`src/rtl/kmer_histogram_counter_core_assert.svh`:
```
// Assertion macros shared by the k-mer histogram counter RTL.
`ifndef KMER_HISTOGRAM_COUNTER_CORE_ASSERT_SVH
`define KMER_HISTOGRAM_COUNTER_CORE_ASSERT_SVH
`ifndef ASSERT_OFF
`define KHC_ASSERT_IMPLIES(lbl, clk, rst, pre, post) \
  lbl: assert property (@(posedge clk) disable iff (rst) (pre) |-> (post)) \
    else $error("khc: assertion failed");
`define KHC_ASSERT_NEXT(lbl, clk, rst, pre, post) \
  lbl: assert property (@(posedge clk) disable iff (rst) (pre) |=> (post)) \
    else $error("khc: assertion failed");
`else
`define KHC_ASSERT_IMPLIES(lbl, clk, rst, pre, post)
`define KHC_ASSERT_NEXT(lbl, clk, rst, pre, post)
`endif
`endif

```
`src/rtl/khc_pkg.sv`:
```
// Types, constants and helpers shared by the k-mer histogram counter.
`default_nettype none
package khc_pkg;

  localparam int WEIGHT_BITS     = 24;
  localparam int READ_INDEX_BITS = 18;
  localparam int OUT_COUNT_BITS  = 32;
  localparam int KLEN_BITS       = 4;
  localparam int PADDR_BITS      = 3;
  localparam int PDATA_BITS      = 32;
  localparam int QUEUE_DEPTH     = 4;

  localparam logic [7:0] CHAR_NL   = 8'h0a;
  localparam logic [7:0] CHAR_UC_C = 8'h43;
  localparam logic [7:0] CHAR_UC_G = 8'h47;
  localparam logic [7:0] CHAR_UC_T = 8'h54;
  localparam logic [7:0] CHAR_LC_C = 8'h63;
  localparam logic [7:0] CHAR_LC_G = 8'h67;
  localparam logic [7:0] CHAR_LC_T = 8'h74;

  localparam logic REG_KMER_LENGTH = 1'b0;
  localparam logic REG_WEIGHT_MODE = 1'b1;

  typedef enum logic [1:0] {
    CMD_SEQ    = 2'd0,
    CMD_HEADER = 2'd1,
    CMD_READ   = 2'd2
  } khc_cmd_t;

  typedef struct packed {
    khc_cmd_t                   cmd;
    logic [7:0]                 seq_byte;
    logic [WEIGHT_BITS-1:0]     multiplicity;
    logic [READ_INDEX_BITS-1:0] read_index;
  } khc_in_t;

  typedef struct packed {
    logic [OUT_COUNT_BITS-1:0] count_value;
    logic                      count_saturated;
  } khc_out_t;

  typedef struct packed {
    logic [KLEN_BITS-1:0] kmer_length;
    logic                 weight_mode;
    logic                 length_write;
  } khc_cfg_t;

  function automatic logic [1:0] base_code(input logic [7:0] ch);
    logic [1:0] code;
    case (ch)
      CHAR_UC_C, CHAR_LC_C: code = 2'd1;
      CHAR_UC_G, CHAR_LC_G: code = 2'd2;
      CHAR_UC_T, CHAR_LC_T: code = 2'd3;
      default:              code = 2'd0;
    endcase
    return code;
  endfunction

endpackage
`default_nettype wire

```
`src/rtl/khc_queue.sv`:
```
// Small op queue between the front end and the count store.
`default_nettype none
module khc_queue import khc_pkg::*; #(
  parameter int WIDTH = 8,
  parameter int DEPTH = 4
) (
  input  logic             clk,
  input  logic             rst,
  input  logic             push,
  input  logic [WIDTH-1:0] push_data,
  input  logic             pop,
  output logic [WIDTH-1:0] head,
  output logic             full,
  output logic             empty
);

  localparam int AW = (DEPTH > 1) ? $clog2(DEPTH) : 1;

  logic [WIDTH-1:0] entries [DEPTH];
  logic [AW-1:0]    wr_ptr;
  logic [AW-1:0]    rd_ptr;
  logic [AW:0]      count;
  logic             do_push;
  logic             do_pop;

  assign full    = count == (AW + 1)'(DEPTH);
  assign empty   = count == '0;
  assign do_push = push && !full;
  assign do_pop  = pop && !empty;
  assign head    = entries[rd_ptr];

  always_ff @(posedge clk) begin
    if (rst) begin
      wr_ptr <= '0;
      rd_ptr <= '0;
      count  <= '0;
    end else begin
      if (do_push) begin
        wr_ptr <= (wr_ptr == AW'(DEPTH - 1)) ? '0 : wr_ptr + 1'b1;
      end
      if (do_pop) begin
        rd_ptr <= (rd_ptr == AW'(DEPTH - 1)) ? '0 : rd_ptr + 1'b1;
      end
      case ({do_push, do_pop})
        2'b10:   count <= count + 1'b1;
        2'b01:   count <= count - 1'b1;
        default: count <= count;
      endcase
    end
  end

  always_ff @(posedge clk) begin
    if (do_push) begin
      entries[wr_ptr] <= push_data;
    end
  end

endmodule
`default_nettype wire

```
`config.mk`:
```
export PLATFORM = sky130hd
export DESIGN_NAME = khc_queue
export DESIGN_NICKNAME = d
export VERILOG_FILES = /design/src/rtl/kmer_histogram_counter_core_assert.svh /design/src/rtl/khc_pkg.sv /design/src/rtl/khc_queue.sv
export SDC_FILE = /design/constraint.sdc
export NUM_CORES = 1
export LEC_CHECK = 0
export ABC_AREA = 1
export BUFFER_PORTS_ARGS = -buffer_cell sky130_fd_sc_hd__buf_2
export CAP_MARGIN = 20
export CORE_MARGIN = 2
export CORE_UTILIZATION = 30
export DETAILED_ROUTE_END_ITERATION = 6
export PLACE_DENSITY = 0.48
export RECOVER_POWER = 100
export REMOVE_ABC_BUFFERS = 1
export SYNTH_ARGS = -nofsm -noshare
export SYNTH_HDL_FRONTEND = slang
export SYNTH_SLANG_ARGS = --single-unit
```
`constraint.sdc`:
```
create_clock -name clk -period 3.8 [get_ports clk]
set_clock_uncertainty 0.15 [all_clocks]
set_input_delay 0.19 -clock clk [delete_from_list [all_inputs] [get_ports clk]]
set_output_delay 0.19 -clock clk [all_outputs]
set_load 0.01 [all_outputs]
```
==> results of run 1 <==
## registers in the layout, indices dropped and copies added (netlist names), named ones only
name	cells
count	3
wr_ptr	2
rd_ptr	2
entries	32
## path summary, 6_finish.rpt
check | start | cells past startpoint | endpoint | slack [ns]
setup / recovery | flop | 4 | head[4] | 1.44
hold / removal | push | 3 | wr_ptr[1] | 0.04
setup reg to reg | count[1] | 12 | count[2] | 1.71
hold reg to reg | rd_ptr[1] | 2 | rd_ptr[1] | 0.40
## worst min-delay path: stages
cell and delay [ns]:
buf_2 0.10, a21oi_1 0.06, nor2_1 0.09
## final cells by class
cell class | instances | area (um2) | area share [%]
Multi-Input combinational cell | 85 | 455 | 22.7
Clock buffer | 5 | 68.8 | 3.43
Tap cell | 72 | 90.1 | 4.49
Inverter | 20 | 75.1 | 3.74
Clock inverter | 2 | 11.3 | 0.561
Timing Repair Buffer | 29 | 166 | 8.29
Sequential cell | 41 | 1140 | 56.8
## power groups by stage
stage | sequential (mW) | combinational [mW] | clock [mW]
after floorplan | 0.594 | 0.262 | 0
after global placement | 0.612 | 0.377 | 0
after detailed placement | 0.616 | 0.396 | 0
after CTS | 0.606 | 0.404 | 0.270
after global routing | 0.614 | 0.439 | 0.285
final | 0.604 | 0.378 | 0.258
## cells by family (layout without fill, tap and decap cells)
kind of cell               after synthesis  count (layout)
AOI/OAI and AO/OA                       30              30
buffers and inverters                   22              56
DFF                                     41              41
adders and majority gates                7               7
and+or+nand+nor                         48              48
## through the flow
stage / util, % / total power, mW / setup WS, ns / cell area (um2) / hold WS (ns)
floorplan: - / 0.856 / 2.03 / 1680 / 0.139
global placement: 34.1 / 0.990 / 1.90 / 1880 / 0.250
detailed placement: 34.1 / 1.01 / 1.82 / 1880 / 0.256
CTS: 37.0 / 1.28 / 1.64 / 2040 / 0.0374
global route: 36.5 / 1.34 / 1.22 / 2010 / 0.0521
finish: 36.5 / 1.24 / 1.44 / 2010 / 0.0374
## Yosys cell counts, drive strengths merged
cell	number
edfxtp	32
nor2	30
inv	20
o21ai	18
nand2	14
dfxtp	9
o22ai	8
ha	6
a21oi	4
buf	2
nand3b	2
fa	1
nand3	1
nand4	1
## routing by layer
| metal | global-route usage, % | vias up | part of all wire (%) |
|---|---|---|---|
| met5 | 0 | - | 0 |
| met4 | 4.66 | 0 | 1.3 |
| met3 | 3.07 | 6 | 3.5 |
| met2 | 20.1 | 18 | 52 |
| met1 | 13.5 | 568 | 44 |
| li1 | - | 568 | - |
## timing repair
item                                    CTS  global route
hold buffers                              8             0
endpoints found under the hold margin    32             0
endpoints found under the setup margin    0             0
==> qor.csv, run 1 <==
metric,value,unit
layout cells sized above 1,8.24,%
simple-gate share of the synthesized area,11.8,%
largest net degree at the start of global routing,18,
power share of the combinational group,30.5,%
Starting Density,30.9,%
mux cell area share after synthesis,0,%
vias in the first global route,1136,
Synth Area in Compound Gates,9.85,%
main combinational cell family by area after synthesis,simple AND/OR/NAND/NOR gates,
pwr dens,617,mW/mm2
syn avg cell area,11.5,um2
final hold vios,0,
# placed instances,239,
Max Clk Rate,0.424,GHz
Post-Synth XOR/XNOR Area,0,%
via/cell ratio,4.57,
worst vdd ir,0.217,mV
crit-path leading delay family,flip-flops,
Critical Path Max Stage Delay,0.73,ns
die height,79.3,um
Hold WC Path Type,in2reg,
First-pass DRT Iterations,4,
clk root buf,clkbuf_8,
Worst setup EP type,output port,
All-Layer GR Usage,11.6,%
crit path DAT,2.02,ns
Worst-path clk slew,0.07,ns
clock tree sinks,41,
Crit Path Category,reg2out,
post-cts sizing count,0,
synth top area cells,"edfxtp_1 (56%), dfxtp_1 (11%), nor2_1 (6.2%)",
post-synthesis register bit count,41,
Max Cap Viol,0,
top cell type's share of synthesized area,56.4,%
mapped cell area,0.00170,mm2
CTS buffer count,5,
final period utilization,62.1,%
dpl hpwl,2240,um
Core Rows,27,
WL per Instance,13.1,um
total grt overflow,0,
max_slew headroom,38.7,%
CP max stage cell,dfxtp_1,
Worst EP required,3.46,ns
status,completed,
area growth from synthesis to layout,17.9,%
sequential share of power,48.7,%
Layout Cells excl Fill,254,
H-Tree Level Count,2,
synth unique cells,19,
worst-path cell chain,"inv_1, o21ai_0, o22ai_1, buf_2",
gpl congestion,0.690,
actual slew at the worst max-slew pin,0.917,ns
Psw,0.435,mW
Post-Synth Adder-Cell Area,5.58,%
Vias,1160,
CTS tree,done,
Synth area leader,edfxtp_1,
num ports,22,
"commonest non-fill, non-tap cell in the layout",edfxtp_1,
Die ar.,0.00629,mm2
Remaining DRCs,0,
setup repair after global routing missed its margin,false,
Clk network pwr share,20.8,%
initial antenna violation count,0,
TNS Setup,0,ns
post-route antenna net violation count,0,
Gate Count Post-Synth,148,
"Buf+Inv Stages, Crit Path",2,
WL final,3330,um
crit path time final,2.36,ns
post-CTS setup buffer count,0,
initial DRC count,45,
core area,0.00551,mm2
switching share of power,35.1,%
Final Max Tran Viols,0,
worst-path fanout max,17,
Leak Pwr,0.762,nW
Syn. warnings,0,
clk buf depth,2,
chip width,79.3,um
PortBufs,21,
startpoint types,flop,
# setup viols final,0,
"Clk Latency, worst-skew pair",0.28,ns
"commonest cells after routing, fill and taps aside","edfxtp_1 (32), nor2_1 (28), inv_1 (20)",
Internal,0.805,mW
Layout Nets,201,
fillers,580,
diode count,0,
post-synthesis sequential area ratio,67.0,%
first-pass GRT wire length,5290,um
Power figures use the tool's default switching activity.
==> run 2: changes to the inputs <==
--- a/config.mk
+++ b/config.mk
@@ -11,7 +11,7 @@
 export CORE_MARGIN = 2
 export CORE_UTILIZATION = 30
 export DETAILED_ROUTE_END_ITERATION = 6
-export PLACE_DENSITY = 0.48
+export PLACE_DENSITY = 0.5
 export RECOVER_POWER = 100
 export REMOVE_ABC_BUFFERS = 1
 export SYNTH_ARGS = -nofsm -noshare
==> constraint.sdc (replaced) <==
create_clock -name clk -period 2 [get_ports clk]
set_clock_uncertainty 0.15 [all_clocks]
set_input_delay 0.1 -clock clk [delete_from_list [all_inputs] [get_ports clk]]
set_output_delay 0.1 -clock clk [all_outputs]
set_load 0.01 [all_outputs]
==> qor.csv, run 2 (same netlist as run 1, synthesis figures left out) <==
metric,value,unit,change
first-pass GRT wire length,5290,um,-0.13%
clock tree sinks,41,,unchanged
area growth from synthesis to layout,25.8,%,
num ports,22,,unchanged
dpl ws,0.0663,ns,-1.76 ns
Final Max Tran Viols,0,,unchanged
Remaining DRCs,0,,unchanged
Overall Power,2.48,mW,+100%
Die ar.,0.00629,mm2,unchanged
Worst EP required,2.04,ns,-1.42 ns
First-pass DRT Iterations,4,,unchanged
final period utilization,94.5,%,
power share of the combinational group,33.5,%,+3.0 points
crit path time final,1.89,ns,
vias in the first global route,1133,,-0.26%
actual slew at the worst max-slew pin,0.319,ns,-0.598 ns
Largest Register,entries,,
WL final,3320,um,about the same
fillers,553,,-4.7%
core area,0.00551,mm2,unchanged
PortBufs,21,,unchanged
total grt overflow,0,,unchanged
CP max stage cell,fa_1,,
crit path DAT,1.93,ns,-0.09 ns
layout cells sized above 1,21.1,%,+13 points
WL per Instance,12.5,um,-4.5%
worst-path fanout max,4,,-13
"commonest non-fill, non-tap cell in the layout",edfxtp_1,,
initial DRC count,46,,+2.2%
Crit Path Category,reg2reg,,
TNS Setup,0,ns,unchanged
"commonest cells after routing, fill and taps aside","edfxtp_1 (32), nor2_1 (27), inv_1 (19)",,
via/cell ratio,4.44,,-2.7%
gpl congestion,0.694,,+0.52%
initial antenna violation count,0,,unchanged
Vias,1182,,+1.9%
switching share of power,34.4,%,-0.68 points
chip width,79.3,um,unchanged
Critical Path Max Stage Delay,0.38,ns,-0.35 ns
max reg flops,32,,unchanged
CTS tree,done,,
# setup viols final,0,,unchanged
Leak Pwr,0.849,nW,+11%
worst-path cell chain,"nor2_4, nand2_2, nand2_4, ha_1, inv_1, fa_1, inv_1, nand2_1, nand3_1, nand2_1, inv_1, nor2_1",,
Max Cap Viol,0,,unchanged
Hold WC Path Type,reg2reg,,
Worst-path clk slew,0.08,ns,about the same
Sequential cell area,0.00115,mm2,+0.55%
final hold vios,0,,unchanged
final worst slack,0.109,ns,-1.33 ns
Core Rows,27,,unchanged
clk buf depth,2,,unchanged
Hold WS,0.406,ns,+0.368 ns
Clk network pwr share,20.5,%,-0.3 points
startpoint types,flop,,
area of the multi-input gates,482,um2,+5.8%
Internal,1.63,mW,+100%
Largest regs,"entries: 32 flops, count: 3 flops",,
Util after Layout,38.9,%,+2.4 points
status,completed,,
Psw,0.853,mW,+96%
Layout Nets,212,,+5.5%
largest net degree at the start of global routing,17,,-1
Worst setup EP type,flop,,
worst vdd ir,0.608,mV,+180%
sequential share of power,46.0,%,-2.7 points
Starting Density,30.9,%,unchanged
dpl hpwl,2230,um,-0.33%
All-Layer GR Usage,11.3,%,-0.28 points
clk root buf,clkbuf_8,,
CTS buffer count,5,,unchanged
Max Clk Rate,0.529,GHz,
diode count,0,,unchanged
post-route antenna net violation count,0,,unchanged
"Clk Latency, worst-skew pair",0.28,ns,about the same
pwr dens,1160,mW/mm2,+88%
die height,79.3,um,unchanged
crit-path most repeated cell,inv_1,,
max_slew headroom,78.7,%,+40 points
H-Tree Level Count,2,,unchanged
-- run 2: cell types whose count changed in the layout (fill, tap and decap cells not counted), sizes merged --
cell / before / now
clkbuf: 20 / 14
clkinvlp: 1 / 0
dlygate4sd3: 8 / 11
buf: 6 / 21
clkinv: 1 / 2
-- run 2: final cells by class --
type	instances	share of cell area, %
Sequential cell	41	53.6
Tap cell	72	4.21
Clock inverter	2	0.467
Inverter	20	3.50
Timing Repair Buffer	40	12.4
Clock buffer	6	3.39
Multi-Input combinational cell	85	22.5
-- run 2: path summary, 6_finish.rpt --
path / slack [ns] / end / start / depth (start not counted)
worst max-delay path: 0.11 / count[2] / count[1] / 12
worst max register to register: 0.11 / count[2] / count[1] / 12
worst min-delay path: 0.41 / rd_ptr[1] / rd_ptr[1] / 2
worst min register to register: 0.41 / rd_ptr[1] / rd_ptr[1] / 2
-- run 2: stage by stage --
step | instance area [um2] | instances
6_report | 2140 | 266
5_1_grt | 2140 | 266
4_1_cts | 2110 | 263
3_5_place_dp | 1910 | 244
3_3_place_gp | 1910 | 244
2_1_floorplan | 1680 | 146
-- run 2: layer usage --
| layer | track usage (%) | vias to the layer above | wire length, um |
|---|---|---|---|
| met5 | 0 | - | 0 |
| met4 | 4.14 | 0 | 31 |
| met3 | 3.07 | 5 | 165 |
| met2 | 20.4 | 35 | 1680 |
| met1 | 12.6 | 550 | 1450 |
| li1 | - | 592 | - |
-- run 2: power groups by stage --
stage	Sequential, mW	Combinational [mW]	Clock, mW
after floorplan	1.13	0.497	0
after detailed placement	1.14	0.784	0
after CTS	1.12	0.803	0.530
final	1.14	0.831	0.508
after global routing	1.16	0.956	0.558
after global placement	1.14	0.754	0
-- run 2: worst max-delay path: cells and delay by family (launching register included) --
family                     cells  cell delay [ns]
buffers and inverters          3             0.18
and+or+nand+nor                7             0.55
DFF                            1             0.36
adders and majority gates      2             0.55
-- run 2: timing repair --
item	4_1_cts	5_1_grt
gates resized for setup	0	9
buffers inserted	0	3
hold buffers	11	0
endpoints found under the hold margin	36	0
setup endpoints to repair	0	1
