File: src/rtl/kmer_histogram_counter_core_assert.svh
// Assertion macros shared by the k-mer histogram counter RTL.
`ifndef KMER_HISTOGRAM_COUNTER_CORE_ASSERT_SVH
`define KMER_HISTOGRAM_COUNTER_CORE_ASSERT_SVH
`ifndef ASSERT_OFF
`define KHC_ASSERT_IMPLIES(lbl, clk, rst, pre, post) \
  lbl: assert property (@(posedge clk) disable iff (rst) (pre) |-> (post)) \
    else $error("khc: assertion failed");
`define KHC_ASSERT_NEXT(lbl, clk, rst, pre, post) \
  lbl: assert property (@(posedge clk) disable iff (rst) (pre) |=> (post)) \
    else $error("khc: assertion failed");
`else
`define KHC_ASSERT_IMPLIES(lbl, clk, rst, pre, post)
`define KHC_ASSERT_NEXT(lbl, clk, rst, pre, post)
`endif
`endif

File: src/rtl/khc_pkg.sv
// Types, constants and helpers shared by the k-mer histogram counter.
`default_nettype none
package khc_pkg;

  localparam int WEIGHT_BITS     = 24;
  localparam int READ_INDEX_BITS = 18;
  localparam int OUT_COUNT_BITS  = 32;
  localparam int KLEN_BITS       = 4;
  localparam int PADDR_BITS      = 3;
  localparam int PDATA_BITS      = 32;
  localparam int QUEUE_DEPTH     = 4;

  localparam logic [7:0] CHAR_NL   = 8'h0a;
  localparam logic [7:0] CHAR_UC_C = 8'h43;
  localparam logic [7:0] CHAR_UC_G = 8'h47;
  localparam logic [7:0] CHAR_UC_T = 8'h54;
  localparam logic [7:0] CHAR_LC_C = 8'h63;
  localparam logic [7:0] CHAR_LC_G = 8'h67;
  localparam logic [7:0] CHAR_LC_T = 8'h74;

  localparam logic REG_KMER_LENGTH = 1'b0;
  localparam logic REG_WEIGHT_MODE = 1'b1;

  typedef enum logic [1:0] {
    CMD_SEQ    = 2'd0,
    CMD_HEADER = 2'd1,
    CMD_READ   = 2'd2
  } khc_cmd_t;

  typedef struct packed {
    khc_cmd_t                   cmd;
    logic [7:0]                 seq_byte;
    logic [WEIGHT_BITS-1:0]     multiplicity;
    logic [READ_INDEX_BITS-1:0] read_index;
  } khc_in_t;

  typedef struct packed {
    logic [OUT_COUNT_BITS-1:0] count_value;
    logic                      count_saturated;
  } khc_out_t;

  typedef struct packed {
    logic [KLEN_BITS-1:0] kmer_length;
    logic                 weight_mode;
    logic                 length_write;
  } khc_cfg_t;

  function automatic logic [1:0] base_code(input logic [7:0] ch);
    logic [1:0] code;
    case (ch)
      CHAR_UC_C, CHAR_LC_C: code = 2'd1;
      CHAR_UC_G, CHAR_LC_G: code = 2'd2;
      CHAR_UC_T, CHAR_LC_T: code = 2'd3;
      default:              code = 2'd0;
    endcase
    return code;
  endfunction

endpackage
`default_nettype wire

File: src/rtl/khc_front.sv
// Front end: takes beats, tracks the base window, emits count and read ops.
`default_nettype none
`include "kmer_histogram_counter_core_assert.svh"
module khc_front import khc_pkg::*; #(
  parameter int MAX_K       = 9,
  parameter int TABLE_DEPTH = 262144
) (
  input  logic                                   clk,
  input  logic                                   rst,
  input  khc_cfg_t                               cfg,
  input  logic                                   clearing,
  input  logic                                   item_valid,
  output logic                                   item_ready,
  input  khc_in_t                                item,
  output logic                                   op_valid,
  output logic [$clog2(TABLE_DEPTH)+WEIGHT_BITS:0] op,
  input  logic                                   op_full
);

  localparam int IW = $clog2(TABLE_DEPTH);
  localparam int KW = $clog2(MAX_K + 1);
  localparam int VW = (2 * MAX_K > READ_INDEX_BITS) ? 2 * MAX_K : READ_INDEX_BITS;
  localparam int S  = VW + IW;
  localparam int MW = VW + 1;
  localparam int DW = IW + 1;
  localparam int EW = S + VW;
  localparam int RW = ((VW > IW) ? VW : IW) + 1;
  localparam longint unsigned RECIP = (64'd1 << S) / TABLE_DEPTH;
  localparam logic [MW-1:0] RECIP_M = MW'(RECIP);

  logic [MAX_K-1:0][1:0]  window;
  logic [MAX_K-1:0][1:0]  shifted;
  logic [MAX_K-1:0][1:0]  win_next;
  logic [KW-1:0]          nbases;
  logic [KW-1:0]          nb_next;
  logic [WEIGHT_BITS-1:0] weight;
  logic [KLEN_BITS-1:0]   keff;
  logic [1:0]             code;
  logic                   complete;
  logic                   adv;
  logic                   accept;
  logic                   emit;
  logic                   emit_read;
  logic [VW-1:0]          emit_v;
  logic [WEIGHT_BITS-1:0] emit_inc;

  logic                   a_valid, b_valid, c_valid;
  logic                   a_read, b_read, c_read;
  logic [WEIGHT_BITS-1:0] a_inc, b_inc, c_inc;
  logic [VW-1:0]          a_v, b_v, c_v;
  logic [VW-1:0]          b_q;
  logic [VW-1:0]          c_qd;
  logic [VW+MW-1:0]       prod;
  logic [EW-1:0]          prod_ext;
  logic [VW+DW-1:0]       qd_full;
  logic [VW-1:0]          rem;
  logic [RW-1:0]          rem_ext;
  logic [RW-1:0]          wrapped;

  always_comb begin
    keff = cfg.kmer_length;
    if (cfg.kmer_length == '0) begin
      keff = KLEN_BITS'(1);
    end else if (cfg.kmer_length > KLEN_BITS'(MAX_K)) begin
      keff = KLEN_BITS'(MAX_K);
    end
    code    = base_code(item.seq_byte);
    shifted = window >> 2;
    for (int b = 0; b < MAX_K; b++) begin
      if (b + 1 < int'(keff)) begin
        win_next[b] = shifted[b];
      end else if (b + 1 == int'(keff)) begin
        win_next[b] = code;
      end else begin
        win_next[b] = 2'd0;
      end
    end
    nb_next  = (KLEN_BITS'(nbases) < keff) ? nbases + 1'b1 : nbases;
    complete = KLEN_BITS'(nb_next) >= keff;
  end

  always_comb begin
    emit      = 1'b0;
    emit_read = 1'b0;
    emit_v    = VW'(win_next);
    emit_inc  = cfg.weight_mode ? weight : WEIGHT_BITS'(1);
    case (item.cmd)
      CMD_SEQ: begin
        emit = (item.seq_byte != CHAR_NL) && complete;
      end
      CMD_READ: begin
        emit      = 1'b1;
        emit_read = 1'b1;
        emit_v    = VW'(item.read_index);
      end
      default: begin
      end
    endcase
  end

  assign adv        = !c_valid || !op_full;
  assign item_ready = adv && !clearing;
  assign accept     = item_valid && item_ready;

  always_ff @(posedge clk) begin
    if (rst) begin
      window <= '0;
      nbases <= '0;
      weight <= WEIGHT_BITS'(1);
    end else if (cfg.length_write) begin
      window <= '0;
      nbases <= '0;
    end else if (accept) begin
      case (item.cmd)
        CMD_SEQ: begin
          if (item.seq_byte == CHAR_NL) begin
            window <= '0;
            nbases <= '0;
          end else begin
            window <= win_next;
            nbases <= nb_next;
          end
        end
        CMD_HEADER: begin
          window <= '0;
          nbases <= '0;
          if (cfg.weight_mode) begin
            weight <= item.multiplicity;
          end
        end
        default: begin
        end
      endcase
    end
  end

  // index wrap: v mod TABLE_DEPTH by reciprocal multiply and one correction
  assign prod     = a_v * RECIP_M;
  assign prod_ext = EW'(prod);
  assign qd_full  = b_q * DW'(TABLE_DEPTH);

  always_ff @(posedge clk) begin
    if (rst) begin
      a_valid <= 1'b0;
      b_valid <= 1'b0;
      c_valid <= 1'b0;
    end else if (adv) begin
      a_valid <= accept && emit;
      b_valid <= a_valid;
      c_valid <= b_valid;
    end
  end

  always_ff @(posedge clk) begin
    if (adv) begin
      a_read <= emit_read;
      a_inc  <= emit_inc;
      a_v    <= emit_v;
      b_read <= a_read;
      b_inc  <= a_inc;
      b_v    <= a_v;
      b_q    <= prod_ext[S +: VW];
      c_read <= b_read;
      c_inc  <= b_inc;
      c_v    <= b_v;
      c_qd   <= VW'(qd_full);
    end
  end

  assign rem     = c_v - c_qd;
  assign rem_ext = RW'(rem);
  assign wrapped = (rem_ext >= RW'(TABLE_DEPTH)) ? rem_ext - RW'(TABLE_DEPTH) : rem_ext;

  assign op_valid = c_valid && !op_full;
  assign op       = {c_read, c_inc, IW'(wrapped)};

  `KHC_ASSERT_IMPLIES(a_bases_bound, clk, rst, 1'b1, KLEN_BITS'(nbases) <= keff)
  `KHC_ASSERT_NEXT(a_stall_hold, clk, rst, c_valid && op_full, c_valid && $stable(c_v))

endmodule
`default_nettype wire

File: config.mk
export PLATFORM = sky130hd
export DESIGN_NAME = khc_front
export DESIGN_NICKNAME = d
export VERILOG_FILES = /design/src/rtl/khc_pkg.sv /design/src/rtl/khc_front.sv
export VERILOG_INCLUDE_DIRS = /design/src /design/src/rtl
export SDC_FILE = /design/constraint.sdc
export NUM_CORES = 1
export LEC_CHECK = 0
export ABC_AREA = 0
export ABC_CLOCK_PERIOD_IN_PS = 13200
export BUFFER_PORTS_ARGS = -buffer_cell sky130_fd_sc_hd__buf_2
export CORE_MARGIN = 3
export CORE_UTILIZATION = 60
export DETAILED_ROUTE_END_ITERATION = 8
export PLACE_DENSITY = 0.91
export SYNTH_ARGS = -nofsm -noshare
export SYNTH_HDL_FRONTEND = slang
export SYNTH_SLANG_ARGS = --single-unit
File: constraint.sdc
create_clock -name clk -period 13.2 [get_ports clk]
set_input_delay 3.3 -clock clk [delete_from_list [all_inputs] [get_ports clk]]
set_output_delay 3.3 -clock clk [all_outputs]
set_load 0.01 [all_outputs]
==> results of run 1 <==
Yosys cell counts, drive strengths merged, types with 6 or more instances:
cell and instances:
clkbuf 10, nor2 18, dfxtp 47, o21ai 8, and2 23, nand2 76
ha 8, buf 12, edfxtp 129, nand3 7, a22o 24, mux2 12
nand2b 6, a21oi 33
state kept, by name, indices dropped and copies added, names as in the netlist:
signal	count
shifted	16
c_read	1
a_v	18
a_read	1
b_valid	1
weight	24
a_valid	1
c_inc	24
a_inc	24
c_v	18
c_valid	1
b_read	1
b_v	18
nbases	4
b_inc	24
through the flow:
| step | hold slack, ns | worst slack [ns] | instance area (sq um) | std cells | power [uW] |
|---|---|---|---|---|---|
| floorplan | 0.400 | 6.42 | 6600 | 461 | 641 |
| global placement | 0.400 | 6.12 | 7210 | 685 | 659 |
| detailed placement | 0.405 | 6.09 | 7210 | 685 | 662 |
| CTS | 0.416 | 6.09 | 7780 | 717 | 1140 |
| global route | 0.424 | 6.06 | 7780 | 717 | 1160 |
| finish | 0.414 | 6.09 | 7780 | 717 | 1130 |
layout by cell type (no fill, tap or decap), types with 2 or more instances in the layout:
master	Yosys	routed
a32o_1	4	4
o21ai_0	8	8
buf_4	2	3
nand4_1	2	2
dfxtp_1	47	47
xnor2_1	2	2
or2_2	2	2
ha_1	8	8
nor3_2	2	2
and2_1	23	23
nor3b_1	2	2
edfxtp_1	129	129
nor4b_2	2	2
buf_2	6	107
bufinv_16	0	2
mux2i_1	2	2
nand3_1	7	7
clkinvlp_4	0	4
nor2_1	17	17
nor4bb_1	2	2
a21oi_1	31	31
clkinv_4	0	2
nand2_1	75	74
a21o_1	2	2
nand2b_1	6	6
clkinv_2	0	2
a22o_1	24	24
nor2b_1	2	2
inv_1	5	5
mux2_2	12	12
clkbuf_16	0	16
and3b_1	2	2
inv_6	0	3
nor3_1	2	2
layout make-up:
| class | instances | area share (%) |
|---|---|---|
| clock inverters | 15 | 2.04 |
| flip-flops and latches | 176 | 61.9 |
| multi-input cells | 258 | 21.1 |
| clock buffers | 17 | 5.32 |
| repair buffers | 110 | 7.17 |
| well taps | 136 | 2.19 |
| inverters | 5 | 0.241 |
logic make-up (layout without fill, tap and decap cells):
group           count (synthesis)  count (layout)  share of synthesized area [%]
buf+inv                        27             147                           2.22
fa+ha+maj                       8               8                           1.52
compound gates                 80              80                           8.84
xor+xnor                        2               2                          0.266
flops                         176             176                           73.0
simple gates                  154             154                           11.8
mux                            14              14                           2.35
critical path, stage by stage:
cell	delay, ns
buf_2	0.16
a21oi_4	0.20
buf_2	0.16
power breakdown:
| group | leakage (uW) | total [uW] | switching, uW | internal, uW |
|---|---|---|---|---|
| Clock | 0.000270 | 480 | 209 | 271 |
| Sequential | 0.00193 | 608 | 4.43 | 603 |
| Combinational | 0.00112 | 42.9 | 25.5 | 17.5 |
| Total | 0.00332 | 1130 | 239 | 892 |
layer usage:
layer / up-vias / part of all wire, % / global-route usage [%]
met5: - / 0 / 0
li1: 1906 / - / -
met3: 31 / 4.6 / 4.31
met2: 146 / 53 / 36.4
met4: 0 / 3.2 / 10.8
met1: 1908 / 40 / 25.3
path summary, 6_finish.rpt:
check | endpoint | depth (start not counted) | slack [ns]
hold / removal | b_inc[1] | 0 | 0.41
setup reg to reg | a_valid | 10 | 10.46
setup / recovery | item_ready | 3 | 6.09
hold reg to reg | b_inc[1] | 0 | 0.41
==> results.py, run 1 <==
metrics = {
    "setup_path": {
        "crit_start": "op_full",
        "crit_type": "primary input to output pin",
        "arrival_ns": 3.81,
        "worstReg2RegStart": "nbases[3]",
        "crit_fanout": 6,
        "cp.required_ns": 9.90,
        "start_kind": "primary input",
        "end_kind": "output pin",
    },
    "floorplanning": {
        "rows": 37,
        "die_area_sq_um": 12300,
        "start_util_pct": 62.8,
        "die_x_um": 111,
        "io_pins": 108,
        "core_sq_um": 10500,
        "die_h_um": 111,
    },
    "logic_synthesis": {
        "synth.yosys.seq_area_share_pct": 73.0,
        "synthArstFlopShare_pct": 0,
        "yosysUniqueCellTypes": 49,
        "synth_nets": 532,
        "syn_area_per_cell_sq_um": 14.3,
        "yosys-top-cells-area": "edfxtp_1, dfxtp_1, nand2_1, a22o_1, a21oi_1",
        "synth_top_area_share_pct": 58.7,
        "synth_area_sq_um": 6600,
        "synth-seq-cells": 176,
        "yosys.area.top_type": "edfxtp_1",
        "synthFlopType": "edfxtp_1",
        "synth_edf_count": 129,
        "synth_warnings": 0,
        "synthCells": 461,
    },
    "sta": {
        "period_minus_slack_ns": 7.11,
        "clock-skew-final_ns": 0.00792,
        "worst_slew_pin_slew_ns": 0.995,
        "finalMaxSlewViolations": 0,
        "max_freq_mhz": 141,
        "setup_viol": 0,
        "finalHoldViolations": 0,
        "period_share_pct": 53.9,
        "maxSlewHeadroom_pct": 33.6,
        "final.setup.tns_ns": 0,
        "rsz0062_at_grt": "false",
    },
    "final_layout": {
        "seq_area_sq_um": 4810,
        "nNetsFinal": 639,
        "fillers": 634,
        "postLayoutCoreUtil_pct": 74.0,
        "layout-drive-gt1-share_pct": 28.7,
        "area.growth.synth_to_final_pct": 17.9,
        "n_antenna_cell": 0,
        "multi_input_area_sq_um": 1640,
    },
    "clocking": {
        "clock_latency_ns": 0.52,
        "h-tree-depth": 4,
        "cts.clk_slew.worst_paths_ns": 0.07,
        "post-cts-setup-buffer-count": 0,
        "cts_resized": 0,
        "clockBufferDepth": 2,
        "ctsHoldBuffers": 0,
        "clkSinkCount": 176,
        "cts_inserted_buffers": 17,
        "cts_tree": "done",
        "cts_root_buffer": "clkbuf_8",
    },
    "flow_run": {
        "maxCapViolCount": 0,
    },
    "routing": {
        "routed_wl_um": 12700,
        "ant_nets": 0,
        "first_iter_violations": 256,
        "vias": 3991,
        "wl_per_cell_um": 17.6,
        "viasPerCell": 5.57,
        "drc": 0,
        "dr.pass1.iters": 4,
    },
    "global_route": {
        "grt_pass1_vias": 4168,
        "grtUsageTotal_pct": 21.2,
        "grt_max_degree": 86,
        "antenna_found_initial": 0,
        "grt_pass1_wl_um": 20300,
        "grt_overflow_total": 0,
    },
    "placed_design": {
        "hpwl_um": 8050,
        "portBuffers": 107,
        "gp_congestion": 0.846,
    },
    "pwr": {
        "vdd_ir_drop_max_mv": 0.0895,
        "power.density_nw_per_um2": 145,
        "p_leak_uw": 0.00332,
    },
    "hold_path": {
        "hp-class": "flop to flop",
        "hp-start": "a_inc[1]",
    },
    "outcome": {
        "outcome": "complete, no violations",
    },
}
(Power assumes the default switching activity.)
==> run 2: changes to the inputs <==
ABC_CLOCK_PERIOD_IN_PS = 6800   (was 13200)
CORE_UTILIZATION = 56   (was 60)
PLACE_DENSITY = 0.86   (was 0.91)
clock period = 6.8 ns   (was 13.2 ns; I/O delays follow)
==> results.py, run 2 (synthesis gave the netlist of run 1 again) <==
metrics = {
    "sta": {
        "max_freq_mhz": 254,
        "fin_ws_ns": 2.87,
        "worst_slew_pin_slew_ns": 0.903,
        "finalMaxSlewViolations": 0,
        "maxSlewHeadroom_pct": 39.8,
        "finalHoldViolations": 0,
        "clock-skew-final_ns": 0.00633,
        "rsz0062_at_grt": "false",
        "setup_viol": 0,
        "period_minus_slack_ns": 3.93,
        "final.setup.tns_ns": 0,
        "period_share_pct": 57.8,
    },
    "clocking": {
        "cts_tree": "done",
        "cts.clk_slew.worst_paths_ns": 0.06,
        "clock_latency_ns": 0.43,
        "clockBufferDepth": 2,
        "cts_root_buffer": "clkbuf_16",
        "h-tree-depth": 4,
        "cts_resized": 0,
        "clkSinkCount": 176,
        "ctsHoldBuffers": 0,
        "cts_inserted_buffers": 17,
        "post-cts-setup-buffer-count": 0,
    },
    "routing": {
        "met3_length_um": 716,
        "ant_nets": 0,
        "first_iter_violations": 314,
        "wl_met1_um": 4830,
        "wl_per_cell_um": 16.5,
        "dr_wl_met2_um": 6090,
        "vias": 3995,
        "routed_wl_um": 12000,
        "top_layer_used": "met4",
        "dr.pass1.iters": 4,
        "drc": 0,
        "viasPerCell": 5.52,
    },
    "global_route": {
        "antenna_found_initial": 0,
        "grt_pass1_vias": 3779,
        "grtUsageTotal_pct": 18.6,
        "grt_overflow_total": 0,
        "grt_max_degree": 75,
        "grt_pass1_wl_um": 18400,
    },
    "pwr": {
        "power.density_nw_per_um2": 288,
        "intPower_uw": 1790,
        "combinationalPowerShare_pct": 3.7,
        "seqPwrFrac_pct": 52.3,
        "switchingPower_uw": 465,
        "p_sw_share_pct": 20.6,
        "vdd_ir_drop_max_mv": 0.201,
        "p_leak_uw": 0.00334,
        "power.share.clock_pct": 44.0,
    },
    "setup_path": {
        "crit_type": "primary input to output pin",
        "end_kind": "output pin",
        "crit_fanout": 6,
        "cp.required_ns": 5.10,
        "worstReg2RegStart": "nbases[3]",
        "arrival_ns": 2.23,
        "crit_start": "op_full",
        "start_kind": "primary input",
        "r2r_cells": 10,
    },
    "hold_path": {
        "hp-start": "b_v[4]",
        "hp-class": "flop to flop",
        "hold-path-cell-count": 0,
    },
    "floorplanning": {
        "io_pins": 108,
        "rows": 39,
        "die_x_um": 115,
        "core_sq_um": 11500,
        "die_area_sq_um": 13100,
        "die_h_um": 115,
        "start_util_pct": 57.5,
    },
    "final_layout": {
        "final_cell_mix": "edfxtp_1, buf_2, nand2_1, dfxtp_1, a21oi_1",
        "postLayoutCoreUtil_pct": 68.2,
        "layout-drive-gt1-share_pct": 28.7,
        "nNetsFinal": 639,
        "layout.cells.most_common": "edfxtp_1",
        "n_antenna_cell": 0,
        "area.growth.synth_to_final_pct": 18.6,
    },
    "placed_design": {
        "hpwl_um": 8050,
        "place_ws_ns": 2.44,
        "gp_congestion": 0.814,
        "portBuffers": 107,
    },
    "flow_run": {
        "maxCapViolCount": 0,
    },
    "outcome": {
        "outcome": "complete, no violations",
    },
}
run 2: changes by cell type in the layout (fill, tap and decap cells not counted), sizes merged:
| cell | previous run | this run |
|---|---|---|
| clkbuf | 17 | 18 |
| bufinv | 2 | 3 |
| clkinv | 5 | 4 |
| inv | 9 | 10 |
| clkinvlp | 4 | 2 |
run 2: critical path: stages:
cell     delay, ns
buf_2         0.17
a21oi_4       0.19
buf_2         0.16
run 2: worst paths after layout:
path                                   end  slack (ns)
worst min register to register      c_v[4]        0.42
worst max-delay path            item_ready        2.87
worst min-delay path                c_v[4]        0.42
worst max register to register     a_valid        4.06
run 2: power groups by stage:
stage	sequential, uW	clock (uW)	combinational (uW)
finish	1180	993	83.5
global route	1180	1050	91.5
CTS	1180	1010	84.0
detailed placement	1200	0	83.5
global placement	1200	0	81.4
floorplan	1210	0	37.6
run 2: area by class of cell:
cell class,count,area (sq um)
multi-input combinational,258,1640
tap,143,179
fill,785,3640
clock inverter,14,179
clock buffer,18,429
sequential,176,4810
timing repair buffer,110,558
inverter,5,18.8
run 2: per-stage QoR:
step	std cells	total power [uW]	instance area [sq um]	hold slack, ns
after floorplan	461	1240	6600	0.400
after global routing	724	2320	7820	0.424
after CTS	724	2270	7820	0.417
final	724	2250	7820	0.415
after detailed placement	692	1290	7210	0.405
after global placement	692	1280	7210	0.400
run 2: routing by layer:
layer	track usage, %	vias to the layer above
li1	-	1909
met1	22.6	1914
met2	30.4	142
met3	4.60	30
met4	10.4	0
met5	0	-
==> run 3: changes to the inputs <==
ABC_CLOCK_PERIOD_IN_PS = 3920   (was 6800)
clock period = 3.92 ns   (was 6.8 ns; I/O delays follow)
==> results.py, run 3 (synthesis gave the netlist of run 1 again) <==
metrics = {
    "floorplanning": {
        "die_area_sq_um": 13100,
        "core_sq_um": 11500,
        "die_h_um": 115,
        "die_x_um": 115,
        "io_pins": 108,
        "start_util_pct": 57.5,
        "rows": 39,
    },
    "clocking": {
        "cts.clk_slew.worst_paths_ns": 0.07,
        "h-tree-depth": 4,
        "ctsHoldBuffers": 0,
        "clock_latency_ns": 0.42,
        "cts_resized": 0,
        "post-cts-setup-buffer-count": 0,
        "clkSinkCount": 176,
        "cts_inserted_buffers": 17,
        "clockBufferDepth": 2,
        "cts_tree": "done",
        "cts_root_buffer": "clkbuf_16",
    },
    "setup_path": {
        "cp.required_ns": 4.25,
        "crit_type": "primary input to flop",
        "start_kind": "primary input",
        "crit_start": "cfg[5]",
        "crit_fanout": 9,
        "r2r_end": "a_valid",
        "rrSetupSlack_ns": 1.20,
        "arrival_ns": 3.57,
        "r2r_cells": 10,
        "end_kind": "flop",
        "worstReg2RegStart": "nbases[3]",
    },
    "placed_design": {
        "place_area_sq_um": 7240,
        "gp_congestion": 0.845,
        "hpwl_um": 8000,
        "dpl.cell_count": 694,
        "portBuffers": 107,
    },
    "routing": {
        "viasPerCell": 5.42,
        "ant_nets": 0,
        "dr.pass1.iters": 4,
        "wl_per_cell_um": 16.1,
        "first_iter_violations": 320,
        "vias": 3934,
        "routed_wl_um": 11700,
        "drc": 0,
    },
    "final_layout": {
        "seq_area_sq_um": 4810,
        "n_antenna_cell": 0,
        "design_area_sq_um": 7800,
        "fillers": 779,
        "area.growth.synth_to_final_pct": 18.2,
        "layout.cells.most_common": "edfxtp_1",
        "multi_input_area_sq_um": 1640,
        "nNetsFinal": 641,
        "final_cell_mix": "edfxtp_1, buf_2, nand2_1, dfxtp_1, a21oi_1",
        "layout-drive-gt1-share_pct": 28.6,
        "final_cells": 726,
    },
    "sta": {
        "worst_slew_pin_slew_ns": 0.792,
        "clock-skew-final_ns": 0.00785,
        "setup_viol": 0,
        "maxSlewHeadroom_pct": 47.2,
        "period_share_pct": 82.7,
        "final.setup.tns_ns": 0,
        "finalMaxSlewViolations": 0,
        "finalHoldViolations": 0,
        "max_freq_mhz": 309,
        "period_minus_slack_ns": 3.24,
        "rsz0062_at_grt": "false",
        "holdWs_ns": 0.417,
    },
    "hold_path": {
        "hold-path-cell-count": 0,
        "min_to": "b_inc[22]",
        "hp-start": "a_inc[22]",
        "hp-class": "flop to flop",
    },
    "pwr": {
        "power.density_nw_per_um2": 483,
        "vdd_ir_drop_max_mv": 0.333,
        "p_leak_uw": 0.00333,
        "p_total_uw": 3760,
    },
    "global_route": {
        "antenna_found_initial": 0,
        "grt_pass1_vias": 3821,
        "grt_overflow_total": 0,
        "grt_pass1_wl_um": 18300,
        "grtUsageTotal_pct": 18.5,
        "grt_max_degree": 60,
    },
    "outcome": {
        "outcome": "complete, no violations",
    },
    "flow_run": {
        "maxCapViolCount": 0,
    },
}
==> run 3: cell types whose count changed in the layout (fill, tap and decap cells not counted), sizes merged <==
cell / change
clkinvlp: +2
bufinv: -2
clkbuf: +2
clkinv: +1
buf: +2
inv: -3
==> run 3: worst max-delay path, stage by stage <==
cell and delay (ns):
buf_2 0.19, inv_1 0.16, ha_1 0.33, a21o_1 0.23, o41ai_4 0.57, nand2_1 0.13
xnor2_1 0.16, ha_1 0.30, nand2_1 0.05, o21ai_0 0.15, a21oi_1 0.10, a211oi_1 0.22
==> run 3: how the worst max path moves through the flow <==
stage / slack (ns) / depth (start not counted) / endpoint
after floorplan: 0.63 / 12 / a_valid
after global placement: 0.38 / 12 / a_valid
after detailed placement: 0.27 / 12 / a_valid
after CTS: 0.70 / 12 / a_valid
after global routing: 0.38 / 12 / a_valid
final: 0.68 / 12 / a_valid
==> run 3: metal layers <==
metal / routed length, um / up-vias / track usage [%]
li1: - / 1909 / -
met1: 4730 / 1864 / 22.1
met2: 5920 / 136 / 31.2
met3: 760 / 25 / 5.66
met4: 278 / 0 / 7.76
met5: 0 / - / 0
==> run 3: layout make-up <==
cell class	count	area share (%)
clock buffer	20	5.73
clock inverter	12	1.43
sequential	176	61.7
timing repair buffer	112	7.51
inverter	5	0.241
multi-input combinational	258	21.1
tap	143	2.29
==> run 3: metrics by stage <==
stage                     utilization, %  setup slack [ns]
final                               68.0             0.679
after global routing                68.0             0.382
after CTS                           68.0             0.702
after detailed placement            63.2             0.274
after global placement              63.2             0.380
after floorplan                        -             0.630
==> run 3: power by group <==
group | switching [uW] | leakage (uW) | internal (uW)
logic | 85.8 | 0.00114 | 59.8
registers | 11.8 | 0.00193 | 2030
clock network | 681 | 0.000262 | 894
total | 778 | 0.00333 | 2990
